**config.mk**
```make
export PLATFORM = sky130hd
export DESIGN_NAME = psnr_fifo
export DESIGN_NICKNAME = d
export VERILOG_FILES = /design/src/design/psnr_pkg.sv /design/src/design/psnr_fifo.sv
export SDC_FILE = /design/constraint.sdc
export NUM_CORES = 1
export LEC_CHECK = 0
export BUFFER_PORTS_ARGS = -buffer_cell sky130_fd_sc_hd__buf_4
export CAP_MARGIN = 20
export CORE_MARGIN = 2
export CORE_UTILIZATION = 40
export DETAILED_ROUTE_END_ITERATION = 16
export PLACE_DENSITY = 0.62
export SETUP_SLACK_MARGIN = 0.5
export SLEW_MARGIN = 25
export SYNTH_ARGS = -nofsm -noshare
export SYNTH_HDL_FRONTEND = slang
export SYNTH_SLANG_ARGS = --single-unit
export TNS_END_PERCENT = 1
```
**constraint.sdc**
```tcl
create_clock -name clk -period 9.58 [get_ports clk]
set_input_delay 1.437 -clock clk [delete_from_list [all_inputs] [get_ports clk]]
set_output_delay 1.437 -clock clk [all_outputs]
set_load 0.03 [all_outputs]
```
**src/design/psnr_pkg.sv**
```systemverilog
// Shared constants and types for the PSNR image metric.
// Used by the front, queue, back and top-level files; depends on nothing.
package psnr_pkg;

    // Fraction bits of the base-2 logarithm.
    localparam int LOG_FRAC = 30;
    // Mantissa width of the logarithm unit, Q1.31.
    localparam int MANT_W = 32;
    // 255 squared.
    localparam logic [15:0] PEAK_SQUARED = 16'd65025;
    // 10*log10(2) in Q.24.
    localparam int KCONST_W = 26;
    localparam int K_FRAC = 24;
    localparam logic [KCONST_W-1:0] TEN_LOG10_2_Q24 = 26'd50504453;
    // Low slice of the log difference for the split multiply.
    localparam int DLO_W = 18;

    // Status of the queue between front and back.
    typedef struct packed {
        logic full;
        logic empty;
    } fifo_status_t;

    // One finished result.
    typedef struct packed {
        logic        empty_image;
        logic        psnr_infinite;
        logic [15:0] psnr_db_q8;
    } psnr_result_t;

endpackage

```
**src/design/psnr_fifo.sv**
```systemverilog
// Two-entry queue that carries per-image totals from the front to the back end.
// Uses psnr_pkg for the status struct.
module psnr_fifo #(
    parameter int WIDTH = 65
) (
    input  logic                   clk,
    input  logic                   rst_n,
    input  logic                   push,
    input  logic [WIDTH-1:0]       push_data,
    input  logic                   pop,
    output logic [WIDTH-1:0]       pop_data,
    output psnr_pkg::fifo_status_t stat
);
    import psnr_pkg::*;

    logic [WIDTH-1:0] mem_reg [2];
    logic             wr_ptr_reg;
    logic             rd_ptr_reg;
    logic [1:0]       cnt_reg;

    assign stat.full  = (cnt_reg == 2'd2);
    assign stat.empty = (cnt_reg == 2'd0);
    assign pop_data   = mem_reg[rd_ptr_reg];

    // Entry storage, no reset needed.
    always_ff @(posedge clk)
    begin
        if (push)
        begin
            mem_reg[wr_ptr_reg] <= push_data;
        end
    end

    // Pointers and fill level.
    always_ff @(posedge clk or negedge rst_n)
    begin
        if (!rst_n)
        begin
            wr_ptr_reg <= 1'b0;
            rd_ptr_reg <= 1'b0;
            cnt_reg    <= 2'd0;
        end
        else
        begin
            if (push)
            begin
                wr_ptr_reg <= !wr_ptr_reg;
            end
            if (pop)
            begin
                rd_ptr_reg <= !rd_ptr_reg;
            end
            case ({push, pop})
                2'b10:   cnt_reg <= cnt_reg + 2'd1;
                2'b01:   cnt_reg <= cnt_reg - 2'd1;
                default: cnt_reg <= cnt_reg;
            endcase
        end
    end

endmodule

```
==> results.md <==
## Clocking
• **cell chosen for the clock root** clkbuf_16
• **clock tree from TritonCTS** done
• **hold buffers post-CTS** 0
• **htree depth** 4
• **total CTS buffers** 17
• **CTS Sinks** 134
• **clock latency reported for the late side of the worst-skew pair** 410 ps
• **maximum clock path buffer count** 2
• **clock slew seen by the registers of the worst setup and hold paths** 50 ps
• **setup bufs post-CTS** 0
• **post-cts sizing count** 0

## Floorplan
• **placement row count** 40
• **starting density of the core** 41.41%
• **vertical die dimension** 116.2 µm
• **Die Span X** 116.2 µm
• **Core Area** 12160 µm²
• **boundary pin count** 136
• **area of the die** 13500 µm²

## Cells and area
• **flip-flop count of the largest register after layout** 130
• **final antenna diode count** 0
• **area taken by flip-flops and latches** 4008 µm²
• **post-route cell area** 6721 µm²
• **Layout Nets** 437
• **share of final-layout standard cells stronger than drive strength 1** 59.79%
• **most common cell after layout, fill and taps aside** buf_4
• **top library cells by usage in the layout, fill and taps aside** buf_4 (136), edfxtp_1 (130), mux2_4 (40)
• **area added between synthesis and finish** 33.47%
• **area of the multi-input gates** 972.2 µm²
• **Fill cells** 967

## Job
• **number of maximum-capacitance violations** 0

## Drt
• **Pre-antenna DRT Iters** 4
• **number of DRC markers after the initial detailed-route iteration** 129
• **DRC Markers** 0
• **final WL** 8625 µm
• **number of antenna-violating nets in the routed design** 0
• **via density per instance** 4.573
• **drt wl/cell** 15.80 µm
• **vias after detailed routing** 2497

## Global routing
• **global-route wire length before repair** 12790 µm
• **via count of the first global-routing pass** 2641
• **all-layer global routing usage** 13.14%
• **antenna violations before repair** 0
• **remaining global-route overflow** 0
• **largest net degree at the start of global routing** 66

## Timing
• **Hold Vio Cnt, Final** 0
• **unrepaired setup endpoints after global routing** no
• **worst rel slew slack** 37.55%
• **final setup TNS** 0 ps
• **Final Cycle Share** 36.65%
• **transition time at the pin with the least slew margin** 936.8 ps
• **highest attainable clock frequency** 0.2848 GHz
• **Final Critical Period** 3511 ps
• **Slew Limit Fails** 0
• **clock skew** 4.920 ps
• **count of endpoints failing setup in the final report** 0
• **post-route worst hold slack** 509.0 ps

## Setup path
• **Slowest Stage Delay on Critical Path** 780 ps
• **largest driver fanout on the critical path** 36
• **CP Launch Type** register
• **CP Cell Sequence** buf_16 > mux2_2 > buf_4
• **category of the most critical setup path** register to output pin
• **Worst EP arrival** 2070 ps
• **family of cells with the greatest summed delay on the critical path** flip-flops
• **element type at the critical path end** output pin
• **CP Buf/Inv Count** 2
• **master of the slowest instance on the critical path** dfrtp_4
• **worst path required time** 8140 ps

## Synth
• **number of synthesized register bits** 134
• **Syn Nets** 288
• **Yosys Warn Count** 0
• **Seq/Total Area, Yosys** 79.50%
• **Avg Synthesized Cell Area** 23.10 µm²
• **count of cell types in the netlist** 13
• **Post-Synthesis Cells** 218
• **area of the mapped netlist** 5036 µm²

## Placement
• **weighted congestion at the end of routability-driven global placement** 0.7024
• **placed cell area** 6242 µm²
• **count of buffers inserted at the top-level ports** 135
• **half-perimeter wire length after placement** 5385 µm

## Power and ir drop
• **leak pwr** 2.641 nW
• **power density normalized to cell area** 322.4 nW/µm²
• **worst voltage drop across the vdd grid** 0.2323 mV

## Run status
• **run status** finished clean

## Worst hold path
• **HP Class** register to register

[worst register-to-register path, cell delays in order (launching register included)]
cell and delay [ps]:
dfrtp_1 430, nor2_4 610, buf_4 610
[where the power goes]
| group | switching (W) | internal (W) |
|---|---|---|
| Sequential | 0.0000638 | 0.000782 |
| Combinational | 0.000437 | 0.000354 |
| Clock | 0.000211 | 0.000320 |
| Total | 0.000712 | 0.00146 |
[logic make-up after synthesis]
| logic type | share of synthesized area [%] |
|---|---|
| DFF | 79.50 |
| muxes | 17.52 |
| buffers and inverters | 1.391 |
| xor gates and xnor gates | 0.8697 |
| and+or+nand+nor | 0.4722 |
| adders and majority gates | 0.2484 |
[cell usage after synthesis]
cell,instances,share of area (%)
edfxtp_1,130,78
mux2_2,25,5.6
xor2_1,3,0.52
buf_6,5,1.1
mux2_4,40,12
nor2b_1,1,0.12
dfrtp_1,4,2.0
and2_1,1,0.12
xnor2_1,2,0.35
inv_1,1,0.074
nor2_1,3,0.22
ha_1,1,0.25
buf_2,2,0.20
[cell type report]
type,instances,share of cell area [%]
flip-flops and latches,134,59.62
repair buffers,137,15.60
multi-input cells,76,14.46
clock buffers,21,6.552
well taps,168,3.127
clock inverters,9,0.5771
inverters,1,0.05585
[final timing paths]
kind,from,to,slack (ps),cells past startpoint
worst min register to register,cnt_reg[1]$_DFFE_PN0P_,cnt_reg[1]$_DFFE_PN0P_,510,1
worst max register to register,wr_ptr_reg$_DFFE_PN0P_,mem_reg[0][63]$_DFFE_PP_,7530,2
min in group asynchronous,rst_n,rd_ptr_reg$_DFFE_PN0P_,810,1
max in group asynchronous,rst_n,rd_ptr_reg$_DFFE_PN0P_,8650,1
worst min-delay path,cnt_reg[1]$_DFFE_PN0P_,cnt_reg[1]$_DFFE_PN0P_,510,1
worst max-delay path,rd_ptr_reg$_DFFE_PN0P_,pop_data[0],6070,3
[layer usage]
metal	part of all wire, %	wire (µm)	GRT usage (%)
met5	0	0	0
met4	2.0	171	7.143
met1	43	3707	15.56
met2	48	4118	21.01
met3	7.3	628	4.774
[per-stage QoR]
stage	power [W]	util, %	cells	setup WS (ps)
floorplan	0.001405	-	218	4868
global placement	0.001647	51.10	515	6319
detailed placement	0.001663	51.33	516	6339
CTS	0.002197	55.27	546	5998
global route	0.002263	55.27	546	5962
finish	0.002167	55.27	546	6069
Note: power is estimated with default switching activity, not from simulation.
