## src/design/psnr_pkg.sv

```systemverilog
// Shared constants and types for the PSNR image metric.
// Used by the front, queue, back and top-level files; depends on nothing.
package psnr_pkg;

    // Fraction bits of the base-2 logarithm.
    localparam int LOG_FRAC = 30;
    // Mantissa width of the logarithm unit, Q1.31.
    localparam int MANT_W = 32;
    // 255 squared.
    localparam logic [15:0] PEAK_SQUARED = 16'd65025;
    // 10*log10(2) in Q.24.
    localparam int KCONST_W = 26;
    localparam int K_FRAC = 24;
    localparam logic [KCONST_W-1:0] TEN_LOG10_2_Q24 = 26'd50504453;
    // Low slice of the log difference for the split multiply.
    localparam int DLO_W = 18;

    // Status of the queue between front and back.
    typedef struct packed {
        logic full;
        logic empty;
    } fifo_status_t;

    // One finished result.
    typedef struct packed {
        logic        empty_image;
        logic        psnr_infinite;
        logic [15:0] psnr_db_q8;
    } psnr_result_t;

endpackage

```

## src/design/psnr_front.sv

```systemverilog
// Front end: accepts pixel-pair requests, accumulates squared error and count.
// Pushes the totals of an image into the queue on the last pair. Uses psnr_pkg.
module psnr_front #(
    parameter int MAX_PIXELS_LOG2 = 24
) (
    input  logic                          clk,
    input  logic                          rst_n,
    input  logic                          s_tvalid,
    output logic                          s_tready,
    input  logic [15:0]                   s_tdata,
    input  logic                          s_tlast,
    input  psnr_pkg::fifo_status_t        fifo_stat,
    output logic                          push,
    output logic [2*MAX_PIXELS_LOG2+16:0] push_data
);
    import psnr_pkg::*;

    localparam int SW = 16 + MAX_PIXELS_LOG2;
    localparam int CW = MAX_PIXELS_LOG2 + 1;

    logic [SW-1:0] sum_reg, sum_next;
    logic [CW-1:0] cnt_reg, cnt_next;
    logic [7:0]    pix_a, pix_b, diff;
    logic [15:0]   sq;
    logic          accept;
    logic          room;

    // A request is taken whenever the queue can hold a finished image.
    assign s_tready = !fifo_stat.full;
    assign accept   = s_tvalid && s_tready;

    // Squared difference of the current pair.
    assign pix_a = s_tdata[7:0];
    assign pix_b = s_tdata[15:8];
    assign diff  = (pix_a >= pix_b) ? (pix_a - pix_b) : (pix_b - pix_a);
    assign sq    = {8'b0, diff} * {8'b0, diff};

    // Pairs past the pixel limit are dropped; the count tops out at a power of two.
    assign room = !cnt_reg[CW-1];

    always_comb
    begin
        sum_next = sum_reg;
        cnt_next = cnt_reg;
        if (room)
        begin
            sum_next = sum_reg + SW'(sq);
            cnt_next = cnt_reg + CW'(1);
        end
    end

    // The last pair is included in the totals handed to the back end.
    assign push      = accept && s_tlast;
    assign push_data = {cnt_next, sum_next};

    always_ff @(posedge clk or negedge rst_n)
    begin
        if (!rst_n)
        begin
            sum_reg <= '0;
            cnt_reg <= '0;
        end
        else if (accept)
        begin
            if (s_tlast)
            begin
                sum_reg <= '0;
                cnt_reg <= '0;
            end
            else
            begin
                sum_reg <= sum_next;
                cnt_reg <= cnt_next;
            end
        end
    end

endmodule

```

## config.mk

```make
export PLATFORM = sky130hd
export DESIGN_NAME = psnr_front
export DESIGN_NICKNAME = d
export VERILOG_FILES = /design/src/design/psnr_pkg.sv /design/src/design/psnr_front.sv
export SDC_FILE = /design/constraint.sdc
export NUM_CORES = 1
export LEC_CHECK = 0
export BUFFER_PORTS_ARGS = -buffer_cell sky130_fd_sc_hd__buf_2
export CAP_MARGIN = 20
export CORE_MARGIN = 2
export CORE_UTILIZATION = 60
export CTS_CLUSTER_DIAMETER = 60
export DETAILED_ROUTE_END_ITERATION = 6
export GPL_TIMING_DRIVEN = 1
export PLACE_DENSITY = 0.82
export SLEW_MARGIN = 20
export SYNTH_ARGS = -nofsm -noshare
export SYNTH_HDL_FRONTEND = slang
export SYNTH_SLANG_ARGS = --single-unit
```

## constraint.sdc

```tcl
create_clock -name clk -period 13.9 [get_ports clk]
set_clock_uncertainty 0.1 [all_clocks]
set_input_delay 2.78 -clock clk [delete_from_list [all_inputs] [get_ports clk]]
set_output_delay 2.78 -clock clk [all_outputs]
set_load 0.005 [all_outputs]
```

==> results by group <==
CTS
  • Hold buffer count at CTS: 0
  • Clock sinks: between 60 and 70
  • Clk pin slew, worst setup/hold paths: 50 ps
  • Post-CTS Setup Inserts: 0
  • Latest clock arrival within the worst-skew pair: 330 ps
  • CTS tree: yes
  • CTS root buf: clkbuf_16
  • PostCTS Resize Cnt: 0
  • CTS buffer count: 9
  • H-tree depth: 3
  • Clk buf depth: 2

Finish
  • Layout cell share with drive strength beyond 1: 14.26%
  • Register area: 1627 sq um
  • Fillers: 1000
  • Max reg flops: 40
  • Ant. Diodes: 0
  • Commonest non-fill, non-tap cell in the layout: inv_1
  • # nets final: 1056
  • Area of the multi-input gates: 5107 sq um
  • Area Growth Syn to Fin: 10.44%
  • Most frequent cells in the layout: 102 x inv_1, 88 x nand2_1, 87 x buf_2

Critical path
  • Crit path max fanout: 8
  • Crit Reg-Reg Endpoint: sum_reg[34]
  • Worst reg2reg path depth: 16
  • Worst path buffer plus inverter count: 6
  • Most used cell along the critical path: fa_1
  • RR Startpoint: sum_reg[7]
  • CP Capture Point: push_data[38]
  • Crit path capture type: primary output
  • CP Launch Point: s_tdata[0]
  • Reg-to-reg slack, setup: about 9000 ps
  • Setup CP Type: in -> out
  • CP startpoint kind: input pin
  • CP delay by family, top: adder cells
  • CP Data Arrival Time: 9750 ps
  • Stages on worst setup path: 27
  • Slowest cell delay on critical path: 650 ps
  • CP Data Required Time: 11020 ps
  • CP max stage cell: xnor2_1

Timing
  • RSZ-0062 raised after global routing: no
  • Share of the clock period used by the worst path: about nine tenths
  • Max frequency: between 0.07 and 0.08 GHz
  • Setup_tns: 0 ps
  • Worst slew margin: 42.51%
  • Final Max Slew Viols: 0
  • Fin. Hold Viols: 0
  • Minimum clock period: 12630 ps
  • Worst-margin pin slew: 862.4 ps
  • Final setup fails: 0

Yosys
  • Post-Syn Instances: 882
  • Async S/R FF share, synth: 100.0%
  • Syn Area/Cell: around 8.3 sq um
  • Register area share after synthesis: between 20% and 30%
  • Ys Warns: 0
  • Post-synthesis register bit count: 65
  • Ys flop type: dfrtp_1
  • Post-Syn Nets: between 1000 and 1500
  • Mapped Area: 7335 sq um
  • EDFF count, synth: 0
  • Netlist cell types: 69

Floorplanning
  • Initial core utilization: 61.32%
  • Die height: 114.6 microns
  • Die area: ~13000 sq um
  • Core Area: 11960 sq um
  • Ports: 89
  • Die Width: ~110 microns
  • Row count: 40

Placement
  • RD Place Congestion: 0.9230
  • DP HPWL: ~12000 microns
  • Input/output buffers: 87

Run status
  • Status: finished, final reports clean

GRT
  • Largest net degree at the start of global routing: 79
  • Initial antenna violation count: 0
  • GRT Residual Overflow: 0
  • Total GRT Usage: approximately 27%
  • Vias in the first global route: 6198
  • Global-route wire length before repair: 28760 microns

Hold path
  • Hold_sp: sum_reg[4]
  • Worst min-delay path category: reg -> reg

Routing
  • Post-route DRC: 0
  • DRC marker count from the first detailed-route iteration: between 400 and 500
  • First-pass DRT Iterations: 5
  • Vias per inst: 5.851
  • Via count: 6360
  • DRT Wirelength: 16780 microns
  • Post-route ant nets: 0
  • Wire per inst: 15.44 microns

Flow run
  • Maxcap violations: 0
-- cell families (layout without fill, tap and decap cells) --
family	after synthesis	after routing	share of synthesized area [%]
DFF	65	65	22.18
buffers and inverters	152	210	8.222
AOI/OAI and AO/OA	188	188	17.79
and+or+nand+nor	281	281	18.20
xor gates and xnor gates	70	70	8.564
muxes	27	27	4.162
adders and majority gates	99	99	20.88
-- metal layers --
metal | global-route usage, % | vias up | share of wire, %
li1 | - | 3115 | -
met1 | 36.28 | 3032 | 44
met2 | 44.85 | 185 | 49
met3 | 4.870 | 28 | 5.0
met4 | 7.398 | 0 | 1.9
met5 | 0 | - | 0
-- cells in the mapped netlist (21+ instances only) --
master	number	area, sq um
a21o_1	21	157.7
a21oi_1	34	170.2
clkbuf_1	34	127.6
dfrtp_1	65	1627
fa_1	39	780.8
ha_1	60	750.7
inv_1	102	382.9
nand2_1	89	334.1
nand3_1	30	150.1
nor2_1	68	255.2
o21ai_0	50	250.2
xnor2_1	50	437.9
-- worst min path at each step --
stage / end / slack, ps / cells after the start
after global routing: sum_reg[2] / 460 / 1
after floorplan: sum_reg[11] / 380 / 2
after global placement: sum_reg[17] / 400 / 2
final: sum_reg[4] / 430 / 1
after detailed placement: sum_reg[4] / 420 / 1
after CTS: sum_reg[4] / 430 / 1
-- worst register-to-register path, stage by stage (launching register included) --
cell,delay [ps]
dfrtp_1,340
inv_1,90
fa_1,410
inv_1,70
fa_1,420
fa_1,500
inv_1,60
fa_1,530
inv_1,40
ha_1,360
o21a_1,150
nor2_1,40
or2_2,310
o211ai_1,590
nand2_2,210
or4_1,550
o311ai_1,80
-- final cells by class --
cell class              count  area share, %
flip-flops and latches     65          20.08
clock inverters             4         0.9113
repair buffers             91          5.746
inverters                 103          4.773
multi-input cells         665          63.05
well taps                 147          2.271
clock buffers              12          3.167
-- metrics by stage --
stage          cells  util [%]  area (sq um)  hold slack [ps]  setup WS (ps)
2_1_floorplan    882         -          7335            384.9           2397
3_3_place_gp    1071     64.96          7770            404.3           1386
3_5_place_dp    1071     64.96          7770            418.5           1338
4_1_cts         1087     67.72          8100            430.7           1323
5_1_grt         1087     67.72          8100            460.2          817.4
6_report        1087     67.72          8100            429.5           1266
Power is not shown: default switching activity piles up to over one toggle a cycle in this logic, so the estimate is an artifact.
