===== config.mk =====
export PLATFORM = sky130hd
export DESIGN_NAME = psnr_back
export DESIGN_NICKNAME = d
export VERILOG_FILES = /design/src/design/psnr_pkg.sv /design/src/design/psnr_back.sv
export SDC_FILE = /design/constraint.sdc
export NUM_CORES = 2
export LEC_CHECK = 0
export BUFFER_PORTS_ARGS = -buffer_cell sky130_fd_sc_hd__clkbuf_2
export CAP_MARGIN = 20
export CORE_UTILIZATION = 50
export CTS_BUF_LIST = sky130_fd_sc_hd__clkbuf_8
export DETAILED_ROUTE_END_ITERATION = 10
export PLACE_DENSITY = 0.77
export SLEW_MARGIN = 20
export SYNTH_ARGS = -nofsm -noshare
export SYNTH_HDL_FRONTEND = slang
export SYNTH_SLANG_ARGS = --single-unit
export TNS_END_PERCENT = 1

===== constraint.sdc =====
create_clock -name clk -period 11.3 [get_ports clk]
set_input_delay 0 -clock clk [delete_from_list [all_inputs] [get_ports clk]]
set_output_delay 0 -clock clk [all_outputs]
set_load 0.01 [all_outputs]

===== src/design/psnr_pkg.sv =====
// Shared constants and types for the PSNR image metric.
// Used by the front, queue, back and top-level files; depends on nothing.
package psnr_pkg;

    // Fraction bits of the base-2 logarithm.
    localparam int LOG_FRAC = 30;
    // Mantissa width of the logarithm unit, Q1.31.
    localparam int MANT_W = 32;
    // 255 squared.
    localparam logic [15:0] PEAK_SQUARED = 16'd65025;
    // 10*log10(2) in Q.24.
    localparam int KCONST_W = 26;
    localparam int K_FRAC = 24;
    localparam logic [KCONST_W-1:0] TEN_LOG10_2_Q24 = 26'd50504453;
    // Low slice of the log difference for the split multiply.
    localparam int DLO_W = 18;

    // Status of the queue between front and back.
    typedef struct packed {
        logic full;
        logic empty;
    } fifo_status_t;

    // One finished result.
    typedef struct packed {
        logic        empty_image;
        logic        psnr_infinite;
        logic [15:0] psnr_db_q8;
    } psnr_result_t;

endpackage


===== src/design/psnr_back.sv =====
// Back end: turns per-image totals into PSNR through a shared base-2 log unit.
// Owns the output register. Uses psnr_pkg.
module psnr_back #(
    parameter int MAX_PIXELS_LOG2    = 24,
    parameter int PSNR_FRACTION_BITS = 8
) (
    input  logic                          clk,
    input  logic                          rst_n,
    input  psnr_pkg::fifo_status_t        fifo_stat,
    input  logic [2*MAX_PIXELS_LOG2+16:0] pop_data,
    output logic                          pop,
    input  logic [15:0]                   threshold,
    output logic                          out_valid,
    input  logic                          out_ready,
    output psnr_pkg::psnr_result_t        out_res
);
    import psnr_pkg::*;

    localparam int SW   = 16 + MAX_PIXELS_LOG2;
    localparam int CW   = MAX_PIXELS_LOG2 + 1;
    localparam int NW   = CW + 16;
    localparam int XW   = (NW > MANT_W) ? NW : MANT_W;
    localparam int EW   = $clog2(XW);
    localparam int LGW  = EW + LOG_FRAC;
    localparam int DHI_W = LGW - DLO_W;
    localparam int PW   = LGW + KCONST_W;
    localparam int SH   = LOG_FRAC + K_FRAC - PSNR_FRACTION_BITS;
    localparam logic [PW:0] HALF = (PW+1)'(1) << (SH - 1);
    localparam logic [PW:0] SAT  = (PW+1)'(16'hFFFF);

    localparam logic [3:0] ST_IDLE  = 4'd0;
    localparam logic [3:0] ST_MUL   = 4'd1;
    localparam logic [3:0] ST_CMP   = 4'd2;
    localparam logic [3:0] ST_NORM  = 4'd3;
    localparam logic [3:0] ST_SQR   = 4'd4;
    localparam logic [3:0] ST_DIFF  = 4'd5;
    localparam logic [3:0] ST_MULLO = 4'd6;
    localparam logic [3:0] ST_MULHI = 4'd7;
    localparam logic [3:0] ST_ROUND = 4'd8;
    localparam logic [3:0] ST_DONE  = 4'd9;

    logic [3:0]      state_reg, state_next;
    logic [SW-1:0]   sum_reg;
    logic [CW-1:0]   cnt_reg;
    logic [NW-1:0]   thr_prod_reg;
    logic [NW-1:0]   num_reg;
    logic [XW-1:0]   x_reg;
    logic [EW-1:0]   e_reg;
    logic [MANT_W-1:0] m_reg;
    logic [LOG_FRAC-1:0] frac_reg;
    logic [4:0]      iter_reg;
    logic            second_reg;
    logic [LGW-1:0]  lg_num_reg;
    logic [LGW-1:0]  lg_s_reg;
    logic [LGW-1:0]  d_reg;
    logic [PW-1:0]   p_reg;
    psnr_result_t    res_reg;
    logic            out_valid_reg;
    psnr_result_t    out_res_reg;

    logic [NW-1:0]        thr_prod;
    logic [NW-1:0]        num;
    logic                 is_inf;
    logic [2*MANT_W-1:0]  sq64;
    logic [MANT_W:0]      sq_t;
    logic                 frac_bit;
    logic [MANT_W-1:0]    m_sq;
    logic [LOG_FRAC-1:0]  frac_sq;
    logic [LGW-1:0]       lg_done;
    logic                 iter_last;
    logic [DLO_W+KCONST_W-1:0] p_lo;
    logic [DHI_W+KCONST_W-1:0] p_hi;
    logic [PW:0]          p_round;
    logic [PW:0]          p_q;
    logic                 out_load;

    // Threshold product and scaled peak for the current image.
    assign thr_prod = NW'(threshold) * NW'(cnt_reg);
    assign num      = NW'(PEAK_SQUARED) * NW'(cnt_reg);

    // Exact infinite test: sum * 2^16 <= threshold * count.
    assign is_inf = {sum_reg, 16'b0} <= (SW+16)'(thr_prod_reg);

    // One fraction bit of the logarithm per mantissa squaring.
    assign sq64     = {{MANT_W{1'b0}}, m_reg} * {{MANT_W{1'b0}}, m_reg};
    assign sq_t     = sq64[2*MANT_W-1:MANT_W-1];
    assign frac_bit = sq_t[MANT_W];
    assign m_sq     = frac_bit ? sq_t[MANT_W:1] : sq_t[MANT_W-1:0];
    assign frac_sq  = {frac_reg[LOG_FRAC-2:0], frac_bit};
    assign lg_done  = {e_reg, frac_sq};
    assign iter_last = (iter_reg == 5'(LOG_FRAC - 1));

    // Log difference times 10*log10(2), split in two partial products.
    assign p_lo = (DLO_W+KCONST_W)'(d_reg[DLO_W-1:0]) * (DLO_W+KCONST_W)'(TEN_LOG10_2_Q24);
    assign p_hi = (DHI_W+KCONST_W)'(d_reg[LGW-1:DLO_W]) * (DHI_W+KCONST_W)'(TEN_LOG10_2_Q24);

    // Round half up to the output fraction bits.
    assign p_round = {1'b0, p_reg} + HALF;
    assign p_q     = p_round >> SH;

    assign pop      = (state_reg == ST_IDLE) && !fifo_stat.empty;
    assign out_load = (state_reg == ST_DONE) && (!out_valid_reg || out_ready);

    // Sequencer.
    always_comb
    begin
        state_next = state_reg;
        unique case (state_reg)
            ST_IDLE:  if (!fifo_stat.empty) state_next = ST_MUL;
            ST_MUL:   state_next = ST_CMP;
            ST_CMP:
            begin
                if ((cnt_reg == '0) || is_inf)
                    state_next = ST_DONE;
                else
                    state_next = ST_NORM;
            end
            ST_NORM:  if (x_reg[XW-1]) state_next = ST_SQR;
            ST_SQR:
            begin
                if (iter_last)
                    state_next = second_reg ? ST_DIFF : ST_NORM;
            end
            ST_DIFF:  state_next = ST_MULLO;
            ST_MULLO: state_next = ST_MULHI;
            ST_MULHI: state_next = ST_ROUND;
            ST_ROUND: state_next = ST_DONE;
            ST_DONE:  if (out_load) state_next = ST_IDLE;
            default:  state_next = ST_IDLE;
        endcase
    end

    // Control registers.
    always_ff @(posedge clk or negedge rst_n)
    begin
        if (!rst_n)
        begin
            state_reg     <= ST_IDLE;
            second_reg    <= 1'b0;
            iter_reg      <= 5'd0;
            out_valid_reg <= 1'b0;
        end
        else
        begin
            state_reg <= state_next;
            if (state_reg == ST_CMP)
            begin
                second_reg <= 1'b0;
            end
            else if ((state_reg == ST_SQR) && iter_last)
            begin
                second_reg <= 1'b1;
            end
            if (state_reg == ST_NORM)
            begin
                iter_reg <= 5'd0;
            end
            else if (state_reg == ST_SQR)
            begin
                iter_reg <= iter_reg + 5'd1;
            end
            if (out_load)
            begin
                out_valid_reg <= 1'b1;
            end
            else if (out_ready)
            begin
                out_valid_reg <= 1'b0;
            end
        end
    end

    // Datapath registers.
    always_ff @(posedge clk)
    begin
        case (state_reg)
            ST_IDLE:
            begin
                sum_reg <= pop_data[SW-1:0];
                cnt_reg <= pop_data[SW+CW-1:SW];
            end
            ST_MUL:
            begin
                thr_prod_reg <= thr_prod;
                num_reg      <= num;
            end
            ST_CMP:
            begin
                if (cnt_reg == '0)
                begin
                    res_reg <= '{empty_image: 1'b1, psnr_infinite: 1'b0, psnr_db_q8: 16'h0000};
                end
                else
                begin
                    res_reg <= '{empty_image: 1'b0, psnr_infinite: 1'b1, psnr_db_q8: 16'hFFFF};
                end
                x_reg <= XW'(num_reg);
                e_reg <= EW'(XW - 1);
            end
            ST_NORM:
            begin
                // Shift until the leading one reaches the top.
                if (x_reg[XW-1])
                begin
                    m_reg    <= x_reg[XW-1 -: MANT_W];
                    frac_reg <= '0;
                end
                else
                begin
                    x_reg <= {x_reg[XW-2:0], 1'b0};
                    e_reg <= e_reg - EW'(1);
                end
            end
            ST_SQR:
            begin
                m_reg    <= m_sq;
                frac_reg <= frac_sq;
                if (iter_last)
                begin
                    if (second_reg)
                    begin
                        lg_s_reg <= lg_done;
                    end
                    else
                    begin
                        lg_num_reg <= lg_done;
                        x_reg      <= XW'(sum_reg);
                        e_reg      <= EW'(XW - 1);
                    end
                end
            end
            ST_DIFF:
            begin
                d_reg <= (lg_num_reg > lg_s_reg) ? (lg_num_reg - lg_s_reg) : '0;
            end
            ST_MULLO:
            begin
                p_reg <= PW'(p_lo);
            end
            ST_MULHI:
            begin
                p_reg <= p_reg + (PW'(p_hi) << DLO_W);
            end
            ST_ROUND:
            begin
                res_reg.empty_image   <= 1'b0;
                res_reg.psnr_infinite <= 1'b0;
                res_reg.psnr_db_q8    <= (p_q > SAT) ? 16'hFFFF : p_q[15:0];
            end
            default:
            begin
                if (out_load)
                begin
                    out_res_reg <= res_reg;
                end
            end
        endcase
    end

    assign out_valid = out_valid_reg;
    assign out_res   = out_res_reg;

endmodule


==> flow_summary.json <==
{
  "synth_seq_cells": 454,
  "largest_register_ffs": 44,
  "async_flop_share_pct": 2.42,
  "die_w_um": 398,
  "drc_errors": 0,
  "start_util_pct": 50.4,
  "finalHoldViolCount": 0,
  "fin_worst_skew_ns": 0.0571,
  "setup_viol": 0,
  "rsz0062_at_grt": "false",
  "io_pins": 106,
  "first_pass_iters": 9,
  "synth_area_per_cell_um2": 9.98,
  "antenna_found_initial": 12,
  "avgRoutedWirePerCell_um": 19.4,
  "fmax_ghz": 0.104,
  "h-tree-depth": 3,
  "cp-end-kind": "register",
  "synth_top_area_share_pct": 35.1,
  "critical_path_class": "reg2reg",
  "numCtsBuffers": 75,
  "r2r.worst_path.cells": 26,
  "via_per_inst": 5.51,
  "startpoint_type": "register",
  "insertion_delay_ns": 0.76,
  "critPathRequiredTime_ns": 11.77,
  "wl_um": 196000,
  "drv_cap": 0,
  "grt_max_degree": 70,
  "ys_warn_count": 0,
  "grt_pass1_vias": 59700,
  "syn-num-nets": 10300,
  "core-area_um2": 156000,
  "overflow": 0,
  "hpwlAfterDp_um": 155000,
  "fin_nets": 10500,
  "die-area_um2": 159000,
  "final_core_util_pct": 54.0,
  "cts-resized-gates": 0,
  "min_path_cells": 2,
  "holdCritStartpoint": "threshold[0]",
  "clk_pin_slew_ns": 0.09,
  "synthesis.area_um2": 78600,
  "cts_max_path_buffers": 3,
  "grt_first_pass_wirelength_um": 318000,
  "regToRegSetupSlack_ns": 1.72,
  "min_path_type": "in2reg",
  "r2r_start": "m_reg[3]$_DFFE_PP_",
  "cts_tree": "done",
  "grt_use_total_pct": 25.6,
  "drt_iter0_markers": 4727,
  "port-buffer-count": 104,
  "clock-sinks": 454,
  "slew_violations": 0,
  "fin_cells": 10100,
  "holdPathEnd": "thr_prod_reg[0]$_DFFE_PP_",
  "worstPathArrival_ns": 10.06,
  "min_period_ns": 9.58,
  "netlist_instances": 7872,
  "setup_tns_ns": 0,
  "critical_path_peak_fanout": 31,
  "slew_headroom_pct": 18.7,
  "num_rows": 145,
  "final_cell_mix": "1919 x inv_1, 1379 x fa_1, 986 x ha_1, 690 x nand2_1, 443 x edfxtp_1",
  "dp_cells": 9887,
  "r2r_end": "m_reg[2]$_DFFE_PP_",
  "synth_top_cells_by_area": "fa_1 35%, edfxtp_1 17%, ha_1 16%",
  "synth_edf_count": 443,
  "whs_ns": 0.0705,
  "clock-root-buffer": "clkbuf_8",
  "syn_to_final_growth_pct": 7.20,
  "yosysTopAreaCell": "fa_1",
  "synth_seq_area_share_pct": 17.3,
  "post-route-period-util_pct": 84.8,
  "synth_top_flop_cell": "edfxtp_1",
  "ant_nets": 0,
  "status": "finished clean",
  "tightest_slew_ns": 1.22,
  "vias": 55900,
  "synth_cell_type_count": 91,
  "die_y_um": 398,
  "layout_commonest_cell": "inv_1",
  "drive_above_1_share_pct": 4.57,
  "place.gp.congestion": 0.967
}
[cell type report]
class                      count  area [µm²]
clock inverter                56         434
timing repair buffer         306        2350
inverter                    1907        7160
fill                       13400       71800
sequential                   454       13600
antenna                        6        15.0
clock buffer                  80        1100
multi-input combinational   5279       57000
tap                         2058        2570
[logic make-up after synthesis]
family	synth area share [%]
buffers and inverters	10.2
and+or+nand+nor	10.5
AOI/OAI and AO/OA	7.88
adders and majority gates	50.8
DFF	17.3
xor gates and xnor gates	3.17
muxes	0.111
[synthesized netlist by cell type (19+ instances only)]
| library cell | n |
|---|---|
| xnor2_1 | 173 |
| a21oi_1 | 284 |
| clkbuf_1 | 218 |
| and2_1 | 411 |
| nand3_1 | 82 |
| xor2_1 | 111 |
| a31oi_1 | 27 |
| nor3_1 | 65 |
| edfxtp_1 | 443 |
| nand4_1 | 44 |
| and3_1 | 23 |
| fa_1 | 1379 |
| a222oi_1 | 39 |
| a21o_1 | 144 |
| nor2b_1 | 41 |
| nand2b_1 | 41 |
| a211oi_1 | 33 |
| o21ai_1 | 19 |
| nand2_1 | 691 |
| nor2_1 | 221 |
| o21bai_1 | 45 |
| o21ai_0 | 125 |
| o211ai_1 | 22 |
| o21a_1 | 26 |
| ha_1 | 986 |
| inv_1 | 1906 |
[per-stage QoR]
| step | area [µm²] | setup slack, ns |
|---|---|---|
| global placement | 81500 | 1.99 |
| detailed placement | 81500 | 1.98 |
| finish | 84200 | 1.72 |
| global route | 84200 | 1.50 |
| floorplan | 78600 | 3.30 |
| CTS | 84200 | 1.94 |
[how the worst max path moves through the flow]
stage / start / to / slack [ns] / depth (start not counted)
after CTS: m_reg[3]$_DFFE_PP_ / m_reg[2]$_DFFE_PP_ / 1.94 / 27
final: m_reg[3]$_DFFE_PP_ / m_reg[2]$_DFFE_PP_ / 1.72 / 26
after detailed placement: m_reg[24]$_DFFE_PP_ / m_reg[29]$_DFFE_PP_ / 1.98 / 23
after global placement: m_reg[18]$_DFFE_PP_ / m_reg[29]$_DFFE_PP_ / 1.99 / 24
after floorplan: state_reg[0]$_DFFE_PN0P_ / state_reg[1]$_DFFE_PN0P_ / 3.30 / 6
after global routing: m_reg[21]$_DFFE_PP_ / m_reg[2]$_DFFE_PP_ / 1.50 / 24
[critical path, stage by stage (launching register included)]
cell and delay (ns):
edfxtp_1 1.08, buf_4 0.42, nand2_1 0.27, o21bai_1 0.29, fa_1 0.45, inv_1 0.09
fa_1 0.44, fa_1 0.55, inv_1 0.05, fa_1 0.50, inv_1 0.06, fa_1 0.55
inv_1 0.05, fa_1 0.49, fa_1 0.44, ha_1 0.36, a21oi_1 0.33, o211ai_1 0.14
a211oi_1 0.40, a211oi_2 0.22, o211ai_1 0.37, nand3_1 0.22, a31o_2 0.33, mux2_4 0.20
nand2_2 0.05, buf_4 0.26, o311ai_0 0.64
[per-layer routing]
metal	vias to the layer above	global-route usage [%]	share of wire [%]
li1	25100	-	-
met1	28000	34.9	42
met2	2327	41.3	46
met3	447	4.39	8.3
met4	8	8.84	3.8
met5	-	0	0.027
[timing repair]
action | CTS | global route
endpoints found under the hold margin | 81 | 0
hold buffers | 117 | 0
setup buffers | 0 | 0
Power is not shown: default switching activity piles up to over one toggle a cycle in this logic, so the estimate is an artifact.
